`src/rtl/core/svm_pkg.sv`:
```
// ----------------------------------------------------------------------------
// svm_pkg
// shared constants and codes for the stack machine integer unit
// ----------------------------------------------------------------------------
package svm_pkg;

  localparam int unsigned STACK_DEPTH_DEF = 256;
  localparam int unsigned LOCAL_COUNT_DEF = 256;

  typedef enum logic [3:0] {
    ACT_PUSH  = 4'd0,
    ACT_LOAD  = 4'd1,
    ACT_STORE = 4'd2,
    ACT_SET   = 4'd3,
    ACT_ADD   = 4'd4,
    ACT_SUB   = 4'd5,
    ACT_MUL   = 4'd6,
    ACT_DIV   = 4'd7,
    ACT_MOD   = 4'd8,
    ACT_INC   = 4'd9,
    ACT_DEC   = 4'd10,
    ACT_NEG   = 4'd11,
    ACT_BEQ   = 4'd12,
    ACT_NOP13 = 4'd13,
    ACT_NOP14 = 4'd14,
    ACT_NOP15 = 4'd15
  } action_t;

  localparam logic [1:0] SRC_STACK = 2'd0;
  localparam logic [1:0] SRC_LOCAL = 2'd1;

  localparam logic [2:0] ERR_OK    = 3'd0;
  localparam logic [2:0] ERR_UNDER = 3'd1;
  localparam logic [2:0] ERR_OVER  = 3'd2;
  localparam logic [2:0] ERR_DIVZ  = 3'd3;
  localparam logic [2:0] ERR_INDEX = 3'd4;

  typedef struct packed {
    logic        start;
    logic [31:0] dividend;
    logic [31:0] divisor;
  } div_req_t;

  typedef struct packed {
    logic        done;
    logic [31:0] quotient;
    logic [31:0] remainder;
  } div_rsp_t;

endpackage

```
`src/rtl/core/svm_divider.sv`:
```
// ----------------------------------------------------------------------------
// svm_divider
// unsigned 32-bit restoring divider, one quotient bit per cycle
// ----------------------------------------------------------------------------
module svm_divider (
  input  logic              clk,
  input  logic              rst,
  input  svm_pkg::div_req_t req,
  output svm_pkg::div_rsp_t rsp
);

  logic        busy;
  logic        done;
  logic [5:0]  count;
  logic [31:0] quo;
  logic [31:0] rem;
  logic [31:0] dvs;
  logic [32:0] trial;

  assign trial = {rem, quo[31]} - {1'b0, dvs};

  always_ff @(posedge clk) begin
    if (rst) begin
      busy  <= 1'b0;
      count <= 6'd0;
      done  <= 1'b0;
    end else begin
      done <= 1'b0;
      if (req.start) begin
        busy  <= 1'b1;
        count <= 6'd32;
        quo   <= req.dividend;
        rem   <= 32'd0;
        dvs   <= req.divisor;
      end else if (busy) begin
        if (!trial[32]) begin
          rem <= trial[31:0];
          quo <= {quo[30:0], 1'b1};
        end else begin
          rem <= {rem[30:0], quo[31]};
          quo <= {quo[30:0], 1'b0};
        end
        count <= count - 6'd1;
        if (count == 6'd1) begin
          busy <= 1'b0;
          done <= 1'b1;
        end
      end
    end
  end

  assign rsp = '{done: done, quotient: quo, remainder: rem};

endmodule

```
`config.mk`:
```
export PLATFORM = sky130hd
export DESIGN_NAME = svm_divider
export DESIGN_NICKNAME = d
export VERILOG_FILES = /design/src/rtl/core/svm_pkg.sv /design/src/rtl/core/svm_divider.sv
export SDC_FILE = /design/constraint.sdc
export NUM_CORES = 1
export LEC_CHECK = 0
export BUFFER_PORTS_ARGS = -buffer_cell sky130_fd_sc_hd__buf_2
export CORE_MARGIN = 2
export CORE_UTILIZATION = 55
export CTS_CLUSTER_SIZE = 16
export DETAILED_ROUTE_END_ITERATION = 7
export PLACE_DENSITY_LB_ADDON = 0.3
export SLEW_MARGIN = 10
export SYNTH_ARGS = -nofsm -noshare
export SYNTH_HDL_FRONTEND = slang
export SYNTH_SLANG_ARGS = --single-unit
```
`constraint.sdc`:
```
create_clock -name clk -period 12.69 [get_ports clk]
set_input_delay 1.269 -clock clk [delete_from_list [all_inputs] [get_ports clk]]
set_output_delay 1.269 -clock clk [all_outputs]
set_load 0.005 [all_outputs]
```
Yosys cells after proc, flatten, opt, wreduce, memory -nomap -nowiden
Cells that the tools add are included.
{ "word_totals": {"regBits": 104, "input_bits": 67, "out_inout_bits": 65, "wordCells": 28} }
{ "op_classes": {"add_sub_neg": 2, "eq_ne": 1, "muxes": 11, "n_bitwise": 2, "n_reduce_logical": 5} }
{ "op_table": {"columns": ["cell", "n"], "rows": [
  ["$mux 32", 4],
  ["$sub 33x32->33", 1],
  ["$mux 6", 2],
  ["$eq 6x1->1 const B", 1],
  ["$sub 6x1->6 const B", 1],
  ["$mux 1", 5],
  ["$reduce_and 2->1", 2],
  ["$reduce_or 3->1", 1],
  ["$not 1->1", 2],
  ["$reduce_bool 2->1", 1],
  ["$reduce_or 2->1", 1]
]} }

Logic depth before layout (Yosys ltp)
Gate-level depths: netlist of run 1.
{ "logic_depth": {"depth_word": 4, "ltp_mapped": 13, "ltp_nobuf": 12} }

Worst setup path after synthesis of run 1
No wires, ideal clock.
{ "synth_timing": {"path_kind": "input -> register", "start": "input port req[64] (netlist bit)", "end": "register quo[0] (enable)", "t_arrival_ns": 4.497, "required_ns": 12.204, "setup_slack_ns": 7.706, "stages": 4, "path_buffers": 2, "path_cell_list": "clkbuf_1 -> clkbuf_1 -> nor2_1 -> nor2_1"} }
{ "synth_via": {"elab_chain_cells": 2} }
{ "synth_rtl": {"columns": ["item", "line", "text"], "rows": [
  ["start: declaration", "svm_divider.sv:8", "input svm_pkg::div_req_t req,"],
  ["$reduce_bool 2->1 (no line)", null, null],
  ["$reduce_and 2->1 (no line)", null, null],
  ["end signal: assignment", "svm_divider.sv:32", "quo <= req.dividend;"],
  ["end signal: assignment", "svm_divider.sv:38", "quo <= {quo[30:0], 1'b1};"],
  ["end signal: assignment", "svm_divider.sv:41", "quo <= {quo[30:0], 1'b0};"],
  ["end: declaration", "svm_divider.sv:15", "logic [31:0] quo;"]
]} }
No other way between the ends.
A chain may end at the register's enable or synchronous reset.

Worst setup path in the final report of run 1
{ "layout_timing": {"start": "register quo[31]", "end": "register rem[13] (data pin)"} }
{ "layout_via": {"elab_chain_cells": 3} }
{ "layout_rtl": {"columns": ["item", "line", "text"], "rows": [
  ["$sub 33x32->33", "svm_divider.sv:20", "assign trial = {rem, quo[31]} - {1'b0, dvs};"],
  ["$mux 32", "svm_divider.sv:36", "if (!trial[32]) begin"],
  ["$mux 32", "svm_divider.sv:35", "end else if (busy) begin"],
  ["end signal: assignment", "svm_divider.sv:37", "rem <= trial[31:0];"],
  ["end signal: assignment", "svm_divider.sv:40", "rem <= {rem[30:0], quo[31]};"],
  ["end: declaration", "svm_divider.sv:16", "logic [31:0] rem;"]
]} }
No other way between the ends. The select of a mux whose other input is x is not followed.

==> results.cfg, run 1 <==
[synth]
synth_ff_type = edfxtp_1
synth_top_cell_by_area = edfxtp_1
netlist_area_um2 = 5788
avgSynthCellArea_um2 = 11.65
yosysSeqAreaShare = 0.5257
yosysUniqueCellTypes = 54
yosysTopAreaCellShare = 0.4981
synth_nets = 599
synthTopCellsByArea = edfxtp_1 50%, ha_1 7.3%, mux2_2 6.0%
ys_warn_count = 0
synthArstFlopShare = 0
synth_edf_count = 96
synth_cells = 497
ys_ff_latch = 104

[placement]
dp_hpwl_mm = 8.934
gp_congestion = 0.9334
placed_cell_area_um2 = 6601
numPortBuffers = 131

[route]
wl_per_cell_um = 15.72
drc = 0
wl_mm = 12.10
via_count = 4213
drt-pass1-iter-count = 4
drt-vias-per-instance = 5.471
first_iter_violations = 214
ant_nets = 0

[timing]
setup_viol = 0
min_period_ns = 3.556
fmax_ghz = 0.2812
slew_viol_final = 0
max-slew-margin-rel = 0.4609
finClkSkew_ns = 0.01859
finalSetupTns_ns = 0
rsz0062_at_grt = no
hold_violations = 0
finalCritPeriodShare = 0.2802
worst_pin_slew_ns = 0.8086

[grt]
grt-ovfl-total = 0
antenna_found_initial = 0
grt_pass1_wl_mm = 19.53
track_usage = 0.2209
grt_pass1_vias = 4113
grt_start_max_net_pins = 70

[cells_and_area]
area_delta_synth_final_pct = 18.07
finalInstanceArea_um2 = 6834
num_antenna_cells = 0
layout-drive-gt1-share = 0.3044
fillers = 809
nets = 731

[worst_setup_path]
crit_arrival_ns = 3.66
critPathLaunch = quo[31]
critical_path.startpoint_type = flop
rr_worst_depth = 13
path_class = reg2reg
cp-end-kind = flop
reg2reg_from = quo[31]
crit_required_ns = 12.79
critPathMaxFanout = 31

[floorplan]
fp.dieH_um = 106.6
core_um2 = 10280
rows = 37
die-area_um2 = 11360
die_w_um = 106.6
initial_core_util = 0.5632
ios = 132

[clocking]
cts-htree-levels = 3
cts_hold_buf = 0
root_buffer = clkbuf_8
cts_max_path_buffers = 2
cts.repair.resized = 0
clock_latency_ns = 0.38
post-cts-setup-buffers = 0
clk_pin_slew_worst_paths_ns = 0.10
cts_buffers = 9
cts_tree = done
cts.sinks = 104

[power]
p_leak_nw = 2.995
power_density_nw_per_um2 = 138.4
ir_worst_vdd_mv = 0.1005
p_total_w = 0.0009456

[flow_run]
drv_cap = 0

[min_path]
hold_depth = 2
hold_path.class = reg2reg
worstHoldStart = count[1]

[status]
status = finished, final reports clean
==> stage by stage <==
step                utilization  hold slack [ns]  std cells  worst slack (ns)
finish                   0.6650           0.5018        770             9.134
global route             0.6650           0.5338        770             8.855
CTS                      0.6650           0.5034        770             9.133
detailed placement       0.6423           0.4914        754             9.083
global placement         0.6423           0.4779        754             9.196
floorplan                     -           0.4671        497             7.706
==> Yosys cell counts (all sizes together), types with 2 or more instances <==
master	n
a211oi	6
a21bo	2
a21o	10
a21oi	33
a31oi	2
and2	3
and3	5
buf	4
clkbuf	10
dfxtp	8
edfxtp	96
ha	34
inv	41
mux2	32
mux2i	25
nand2	23
nand2b	7
nand3	10
nand4	2
nor2	50
nor2b	3
nor3	4
nor4	2
o211ai	3
o21a	3
o21ai	19
o221a	2
o31ai	5
xnor2	20
xor2	15
==> area by class of cell <==
class                   count  area [um^2]  share of cell area
well taps                 136        170.2             0.02490
flip-flops and latches    104         3043              0.4453
inverters                  41        153.9             0.02252
repair buffers            135        685.7              0.1003
clock inverters             7        108.9             0.01593
clock buffers               9        123.9             0.01813
multi-input cells         338         2549              0.3729
==> layer usage <==
layer / wire length [um] / up-vias / GRT usage
met1: 5147 / 1963 / 0.2719
met3: 965 / 18 / 0.07842
met5: 0 / - / 0
met2: 5775 / 161 / 0.3667
met4: 212 / 0 / 0.06772
li1: - / 2071 / -
==> cells by family (layout without fill, tap and decap cells) <==
kind of cell | after synthesis | count (layout) | synth area share
and+or+nand+nor | 112 | 112 | 0.08690
buffers and inverters | 55 | 192 | 0.03697
xor gates and xnor gates | 35 | 35 | 0.05426
AOI/OAI and AO/OA | 99 | 99 | 0.1137
adders and majority gates | 35 | 35 | 0.07696
muxes | 57 | 57 | 0.1055
DFF | 104 | 104 | 0.5257
==> flip-flops by register name, indices dropped and copies added, names as in the netlist <==
| name | flops |
|---|---|
| busy | 1 |
| done | 1 |
| dvs | 32 |
| rem | 32 |
| count | 6 |
| quo | 32 |
==> power breakdown <==
part	switching, W	leakage (nW)	internal [W]	total (W)
sequential	0.0000196	0.984	0.000414	0.000433
clock	0.000121	0.118	0.000115	0.000237
combinational	0.000150	1.89	0.000126	0.000276
total	0.000291	3.00	0.000655	0.000946
==> cell usage in the layout, fill, tap and decap left out, drive strengths merged, types with 6 or more instances in the layout <==
cell	netlist	final
edfxtp	96	96
nand3	10	10
nand2	23	23
dfxtp	8	8
xor2	15	15
nor2	50	50
a21oi	33	33
mux2i	25	25
clkbuf	10	9
mux2	32	32
a211oi	6	6
ha	34	34
o21ai	19	19
nand2b	7	7
inv	41	44
xnor2	20	20
a21o	10	10
buf	4	135
==> critical path, stage by stage, from the launching register on <==
cell	delay [ns]
edfxtp_1	0.38
inv_1	0.05
ha_1	0.22
fa_1	0.41
nand2b_1	0.18
a21oi_1	0.22
o2111a_1	0.28
o21a_1	0.28
a221o_1	0.28
a21oi_4	0.10
xnor2_2	0.12
buf_4	0.45
mux2i_1	0.25
nor2_1	0.06
==> path summary, 6_finish.rpt <==
kind | slack [ns] | end
min reg2reg | 0.50 | count[1]
max reg2reg | 9.13 | rem[13]
min | 0.50 | count[1]
max | 9.13 | rem[13]
Power figures use the tool's default switching activity.
==> inputs of run 2 (changes only) <==
--- a/config.mk
+++ b/config.mk
@@ -7,7 +7,7 @@
 export LEC_CHECK = 0
 export BUFFER_PORTS_ARGS = -buffer_cell sky130_fd_sc_hd__buf_2
 export CORE_MARGIN = 2
-export CORE_UTILIZATION = 55
+export CORE_UTILIZATION = 49
 export CTS_CLUSTER_SIZE = 16
 export DETAILED_ROUTE_END_ITERATION = 7
 export PLACE_DENSITY_LB_ADDON = 0.3
==> constraint.sdc (replaced) <==
create_clock -name clk -period 2.9 [get_ports clk]
set_input_delay 0.29 -clock clk [delete_from_list [all_inputs] [get_ports clk]]
set_output_delay 0.29 -clock clk [all_outputs]
set_load 0.005 [all_outputs]
==> run 2 against run 1 <==
Compared with the run above:
- the run now ends with negative setup slack left
- die area rose by 12%
- clock skew shrank 0.0072 ns
- power grew to 4.9 times the previous value
- critical path type unchanged
- maximum frequency grew 14%
- non-clock buffer count is 72 higher
- largest cell class unchanged
- largest power group unchanged
- combinational power grew to 5.9 times the previous value
- wire length up 14%
- critical path depth unchanged
==> results.cfg, run 2 (synthesized netlist as in run 1, its figures left out) <==
[status]
status = finished with violations
violations = negative setup slack

[flow_run]
drv_cap = 0

[worst_setup_path]
crit_end = rem[8]
path_class = reg2reg
critPathMaxFanout = 6
ff2ff_setup_slack_ns = -0.21
r2r_end = rem[8]
reg2reg_from = dvs[15]
cp-end-kind = flop
critical_path.startpoint_type = flop
critPathLaunch = dvs[15]
rr_worst_depth = 13
crit_arrival_ns = 3.19
crit_required_ns = 2.98

[power]
comb_power_share = 0.348
clkPwrFrac = 0.247
switching_share = 0.3039
switching_power_w = 0.001416
power_density_nw_per_um2 = 609.4
ir_worst_vdd_mv = 0.5553
p_total_w = 0.004659
seqPwrFrac = 0.406
p_leak_nw = 3.403
intPower_w = 0.003243

[clocking]
clk_pin_slew_worst_paths_ns = 0.08
cts-htree-levels = 3
cts.sinks = 104
clock_latency_ns = 0.36
cts_max_path_buffers = 2
cts_buffers = 9
cts_tree = done
cts_hold_buf = 0
root_buffer = clkbuf_16

[cells_and_area]
layout-drive-gt1-share = 0.4008
num_antenna_cells = 0
area_delta_synth_final_pct = 32.08
fillers = 837
largestRegisters = dvs: 32 flops, quo: 32 flops, rem: 32 flops
final_cell_mix = 131 x buf_2, 96 x edfxtp_1, 66 x buf_4, 48 x nor2_1, 37 x inv_1
final_common_cell = buf_2
nets = 803

[grt]
grt_start_max_net_pins = 68
grt_pass1_vias = 4653
grt-ovfl-total = 0
track_usage = 0.2246
antenna_found_initial = 0
grt_pass1_wl_mm = 22.54

[timing]
finalCritPeriodShare = 1.071
hold_violations = 0
finClkSkew_ns = 0.01135
worst_pin_slew_ns = 0.7695
max-slew-margin-rel = 0.4870
fin_ws_ns = -0.2058
fmax_ghz = 0.3220
min_period_ns = 3.106
rsz0062_at_grt = yes
slew_viol_final = 0
timing.hold.ws_ns = 0.09630
setup_viol = 33

[route]
drt-pass1-iter-count = 6
ant_nets = 0
drc = 0
wl_per_cell_um = 16.19
via_count = 4528
drt-vias-per-instance = 5.333
wl_mm = 13.75
first_iter_violations = 189

[floorplan]
fp.dieH_um = 112.7
ios = 132
die-area_um2 = 12700
die_w_um = 112.7
rows = 39
initial_core_util = 0.5047
core_um2 = 11470

[min_path]
hold_path.class = in2reg

[placement]
gp_congestion = 0.9027
dp_hpwl_mm = 9.944
numPortBuffers = 131
pre_cts_ws_ns = -0.2240
run 2: changes by cell type in the layout (fill, tap and decap cells not counted), sizes merged:
cell,previous run,this run
buf,135,207
bufinv,2,0
clkbuf,9,10
clkinv,2,5
inv,44,42
run 2: per-stage QoR:
step | instances | setup TNS (ns) | area [um^2] | utilization
final | 849 | -5.080 | 7645 | 0.6667
after global routing | 849 | -8.950 | 7645 | 0.6667
after CTS | 848 | -3.557 | 7649 | 0.6670
after detailed placement | 821 | -5.525 | 7134 | 0.6221
after global placement | 821 | -3.046 | 7134 | 0.6221
after floorplan | 497 | -2.720 | 5858 | -
run 2: area by class of cell:
| cell class | count | area (um^2) | area share |
|---|---|---|---|
| timing repair buffer | 207 | 1314 | 0.1718 |
| tap | 143 | 178.9 | 0.02340 |
| inverter | 41 | 153.9 | 0.02013 |
| clock inverter | 6 | 45.04 | 0.005892 |
| clock buffer | 10 | 229.0 | 0.02995 |
| multi-input combinational | 338 | 2681 | 0.3507 |
| sequential | 104 | 3043 | 0.3980 |
run 2: critical path: stages (launching register included):
cell and delay (ns):
edfxtp_1 0.39, inv_2 0.09, ha_4 0.20, a211o_1 0.27
buf_4 0.13, o32a_1 0.28, o21a_1 0.14, a221o_1 0.39
a21oi_4 0.25, xnor2_4 0.16, buf_6 0.16, buf_12 0.13
mux2i_1 0.18, nor2_1 0.06
run 2: metal layers:
layer,track usage,part of all wire
met5,0,0
met2,0.3733,0.49
met3,0.06749,0.081
met1,0.2784,0.41
met4,0.08130,0.015
run 2: repair_timing:
| action | CTS | global route |
|---|---|---|
| pin swaps | 14 | 2 |
| resized for setup | 29 | 1 |
| gates cloned | 2 | 0 |
| setup buffers | 9 | 2 |
| endpoints found under the setup margin | 33 | 33 |
run 2: worst min-delay path by stage:
stage	startpoint	to	depth (start not counted)
floorplan	rst	count[5]	1
finish	req[4]	dvs[4]	1
global route	req[4]	dvs[4]	1
global placement	req[23]	dvs[23]	1
detailed placement	req[18]	dvs[18]	1
CTS	req[4]	dvs[4]	1
run 2: power by group through the flow:
stage | logic [W] | registers, W | clock network (W)
floorplan | 0.000919 | 0.00192 | 0
global placement | 0.00141 | 0.00191 | 0
global route | 0.00178 | 0.00191 | 0.00121
CTS | 0.00163 | 0.00189 | 0.00118
finish | 0.00162 | 0.00189 | 0.00115
detailed placement | 0.00145 | 0.00192 | 0
==> inputs of run 3 (changes only) <==
--- a/config.mk
+++ b/config.mk
@@ -6,8 +6,10 @@
 export NUM_CORES = 1
 export LEC_CHECK = 0
 export BUFFER_PORTS_ARGS = -buffer_cell sky130_fd_sc_hd__buf_2
+export CELL_PAD_IN_SITES_DETAIL_PLACEMENT = 0
+export CELL_PAD_IN_SITES_GLOBAL_PLACEMENT = 1
 export CORE_MARGIN = 2
-export CORE_UTILIZATION = 49
+export CORE_UTILIZATION = 39
 export CTS_CLUSTER_SIZE = 16
 export DETAILED_ROUTE_END_ITERATION = 7
 export PLACE_DENSITY_LB_ADDON = 0.3
==> constraint.sdc (replaced) <==
create_clock -name clk -period 2.9 [get_ports clk]
set_input_delay 0.29 -clock clk [delete_from_list [all_inputs] [get_ports clk]]
set_output_delay 0.29 -clock clk [all_outputs]
set_load 0.02 [all_outputs]
==> run 3 against run 2 <==
Compared with the run above:
- the run still ends with negative setup slack left
- via count fell by 0.20%
- maximum frequency down 0.50%
- hold slack gained 0.0020 ns
- clock skew is 0.0041 ns lower
- clock power up 8%
- critical path depth shrank 2
- sequential share of layout area fell by 0.53 points
- worst setup slack got worse by 0.016 ns
- non-clock buffer count is 1 higher
==> results.cfg, run 3 (synthesized netlist as in run 1, its figures left out) <==
[grt]
track_usage = 0.1832
antenna_found_initial = 0
grt_start_max_net_pins = 52
grt_pass1_wl_mm = 23.05
grt_pass1_vias = 4642
grt-ovfl-total = 0

[power]
seqPwrFrac = 0.389
switching_power_w = 0.001527
power_density_nw_per_um2 = 625.6
clkPwrFrac = 0.256
comb_power_share = 0.355
switching_share = 0.3151
p_leak_nw = 3.431
intPower_w = 0.003320
ir_worst_vdd_mv = 0.4013

[worst_setup_path]
critPathMaxFanout = 6
critical_path.startpoint_type = flop
r2r_end = rem[11]
reg2reg_from = rem[14]
crit_end = rem[11]
crit_required_ns = 3.00
cp-end-kind = flop
critPathLaunch = rem[14]
ff2ff_setup_slack_ns = -0.22
crit_arrival_ns = 3.22
path_class = reg2reg
rr_worst_depth = 11

[route]
first_iter_violations = 251
drt-vias-per-instance = 5.072
via_count = 4519
wl_mm = 14.13
drc = 0
ant_nets = 0
wl_per_cell_um = 15.85
drt-pass1-iter-count = 4

[clocking]
root_buffer = clkbuf_16
cts_max_path_buffers = 2
clock_latency_ns = 0.36
cts-htree-levels = 3
cts_hold_buf = 0
cts_tree = done
clk_pin_slew_worst_paths_ns = 0.07
cts.sinks = 104
cts_buffers = 9

[floorplan]
die_w_um = 125.8
fp.dieH_um = 125.8
die-area_um2 = 15830
core_um2 = 14530
initial_core_util = 0.3982
rows = 44
ios = 132

[status]
violations = negative setup slack
status = finished with violations

[timing]
fin_ws_ns = -0.2216
setup_viol = 32
timing.hold.ws_ns = 0.09829
slew_viol_final = 0
finalSetupTns_ns = -3.996
hold_violations = 0
max-slew-margin-rel = 0.5626
rsz0062_at_grt = yes
finClkSkew_ns = 0.007252
fmax_ghz = 0.3204
worst_pin_slew_ns = 0.6561
min_period_ns = 3.122
finalCritPeriodShare = 1.076

[cells_and_area]
multi_input_area_um2 = 2693
final_common_cell = buf_2
nets = 804
num_antenna_cells = 0
seq_area_um2 = 3043
final_cell_mix = 131 x buf_2, 96 x edfxtp_1, 66 x buf_4, 46 x nor2_1, 40 x inv_1
fillers = 1344
layout-drive-gt1-share = 0.4045
area_delta_synth_final_pct = 33.85
largestRegisters = dvs: 32 flops, quo: 32 flops, rem: 32 flops

[placement]
dp_hpwl_mm = 10.43
gp_congestion = 0.8990
numPortBuffers = 131

[min_path]
hold_path.class = in2reg

[flow_run]
drv_cap = 0
-- run 3: cell count changes in the layout (fill, tap and decap cells not counted), sizes merged --
cell,delta
clkbuf,+2
buf,+1
clkinv,-3
inv,+1
-- run 3: per-layer routing --
layer	vias to the layer above	track usage	wire [um]
li1	2224	-	-
met5	-	0	0
met3	16	0.06627	1020
met4	0	0.05042	236
met2	135	0.3024	6683
met1	2144	0.2284	6186
-- run 3: what timing repair did --
action	in CTS	in global routing
gates cloned	1	0
gates resized for setup	17	16
setup endpoints to repair	33	33
setup buffers	5	5
pin swaps	8	13
-- run 3: through the flow --
stage | cell area (um^2) | instances | power, W | setup slack [ns] | util
2_1_floorplan | 5886 | 497 | 0.002948 | -0.2145 | -
3_3_place_gp | 7281 | 867 | 0.003494 | -0.1467 | 0.5009
3_5_place_dp | 7281 | 867 | 0.003522 | -0.2457 | 0.5009
4_1_cts | 7667 | 887 | 0.004847 | -0.2465 | 0.5275
5_1_grt | 7747 | 891 | 0.005131 | -0.3368 | 0.5331
6_report | 7747 | 891 | 0.004847 | -0.2216 | 0.5331
-- run 3: area by class of cell --
type | count | area share
timing repair buffer | 208 | 0.1712
inverter | 41 | 0.01986
multi-input combinational | 338 | 0.3475
tap | 184 | 0.02972
clock inverter | 4 | 0.004522
clock buffer | 12 | 0.03440
sequential | 104 | 0.3928
-- run 3: worst min path at each step --
| stage | start | end | slack, ns | cells past startpoint |
|---|---|---|---|---|
| 5_1_grt | req[28] | dvs[28] | 0.08 | 1 |
| 6_report | req[31] | dvs[31] | 0.1 | 1 |
| 2_1_floorplan | rst | count[5] | 0.36 | 1 |
| 3_3_place_gp | req[22] | dvs[22] | 0.47 | 1 |
| 3_5_place_dp | req[10] | dvs[10] | 0.47 | 1 |
| 4_1_cts | req[7] | dvs[7] | 0.08 | 1 |
-- run 3: power groups by stage --
stage	sequential (W)	clock [W]	combinational, W
3_5_place_dp	0.00192	0	0.00160
4_1_cts	0.00189	0.00128	0.00168
6_report	0.00189	0.00124	0.00172
3_3_place_gp	0.00192	0	0.00158
2_1_floorplan	0.00202	0	0.000932
5_1_grt	0.00190	0.00134	0.00189
-- run 3: critical path, stage by stage, from the launching register on --
cell and delay [ns]:
edfxtp_1 0.45, ha_4 0.25, a211o_1 0.27, or3_4 0.37, o21a_1 0.22, a221o_1 0.36
a21oi_4 0.22, xnor2_4 0.17, buf_6 0.16, buf_12 0.13, mux2i_2 0.20, nor2_1 0.07
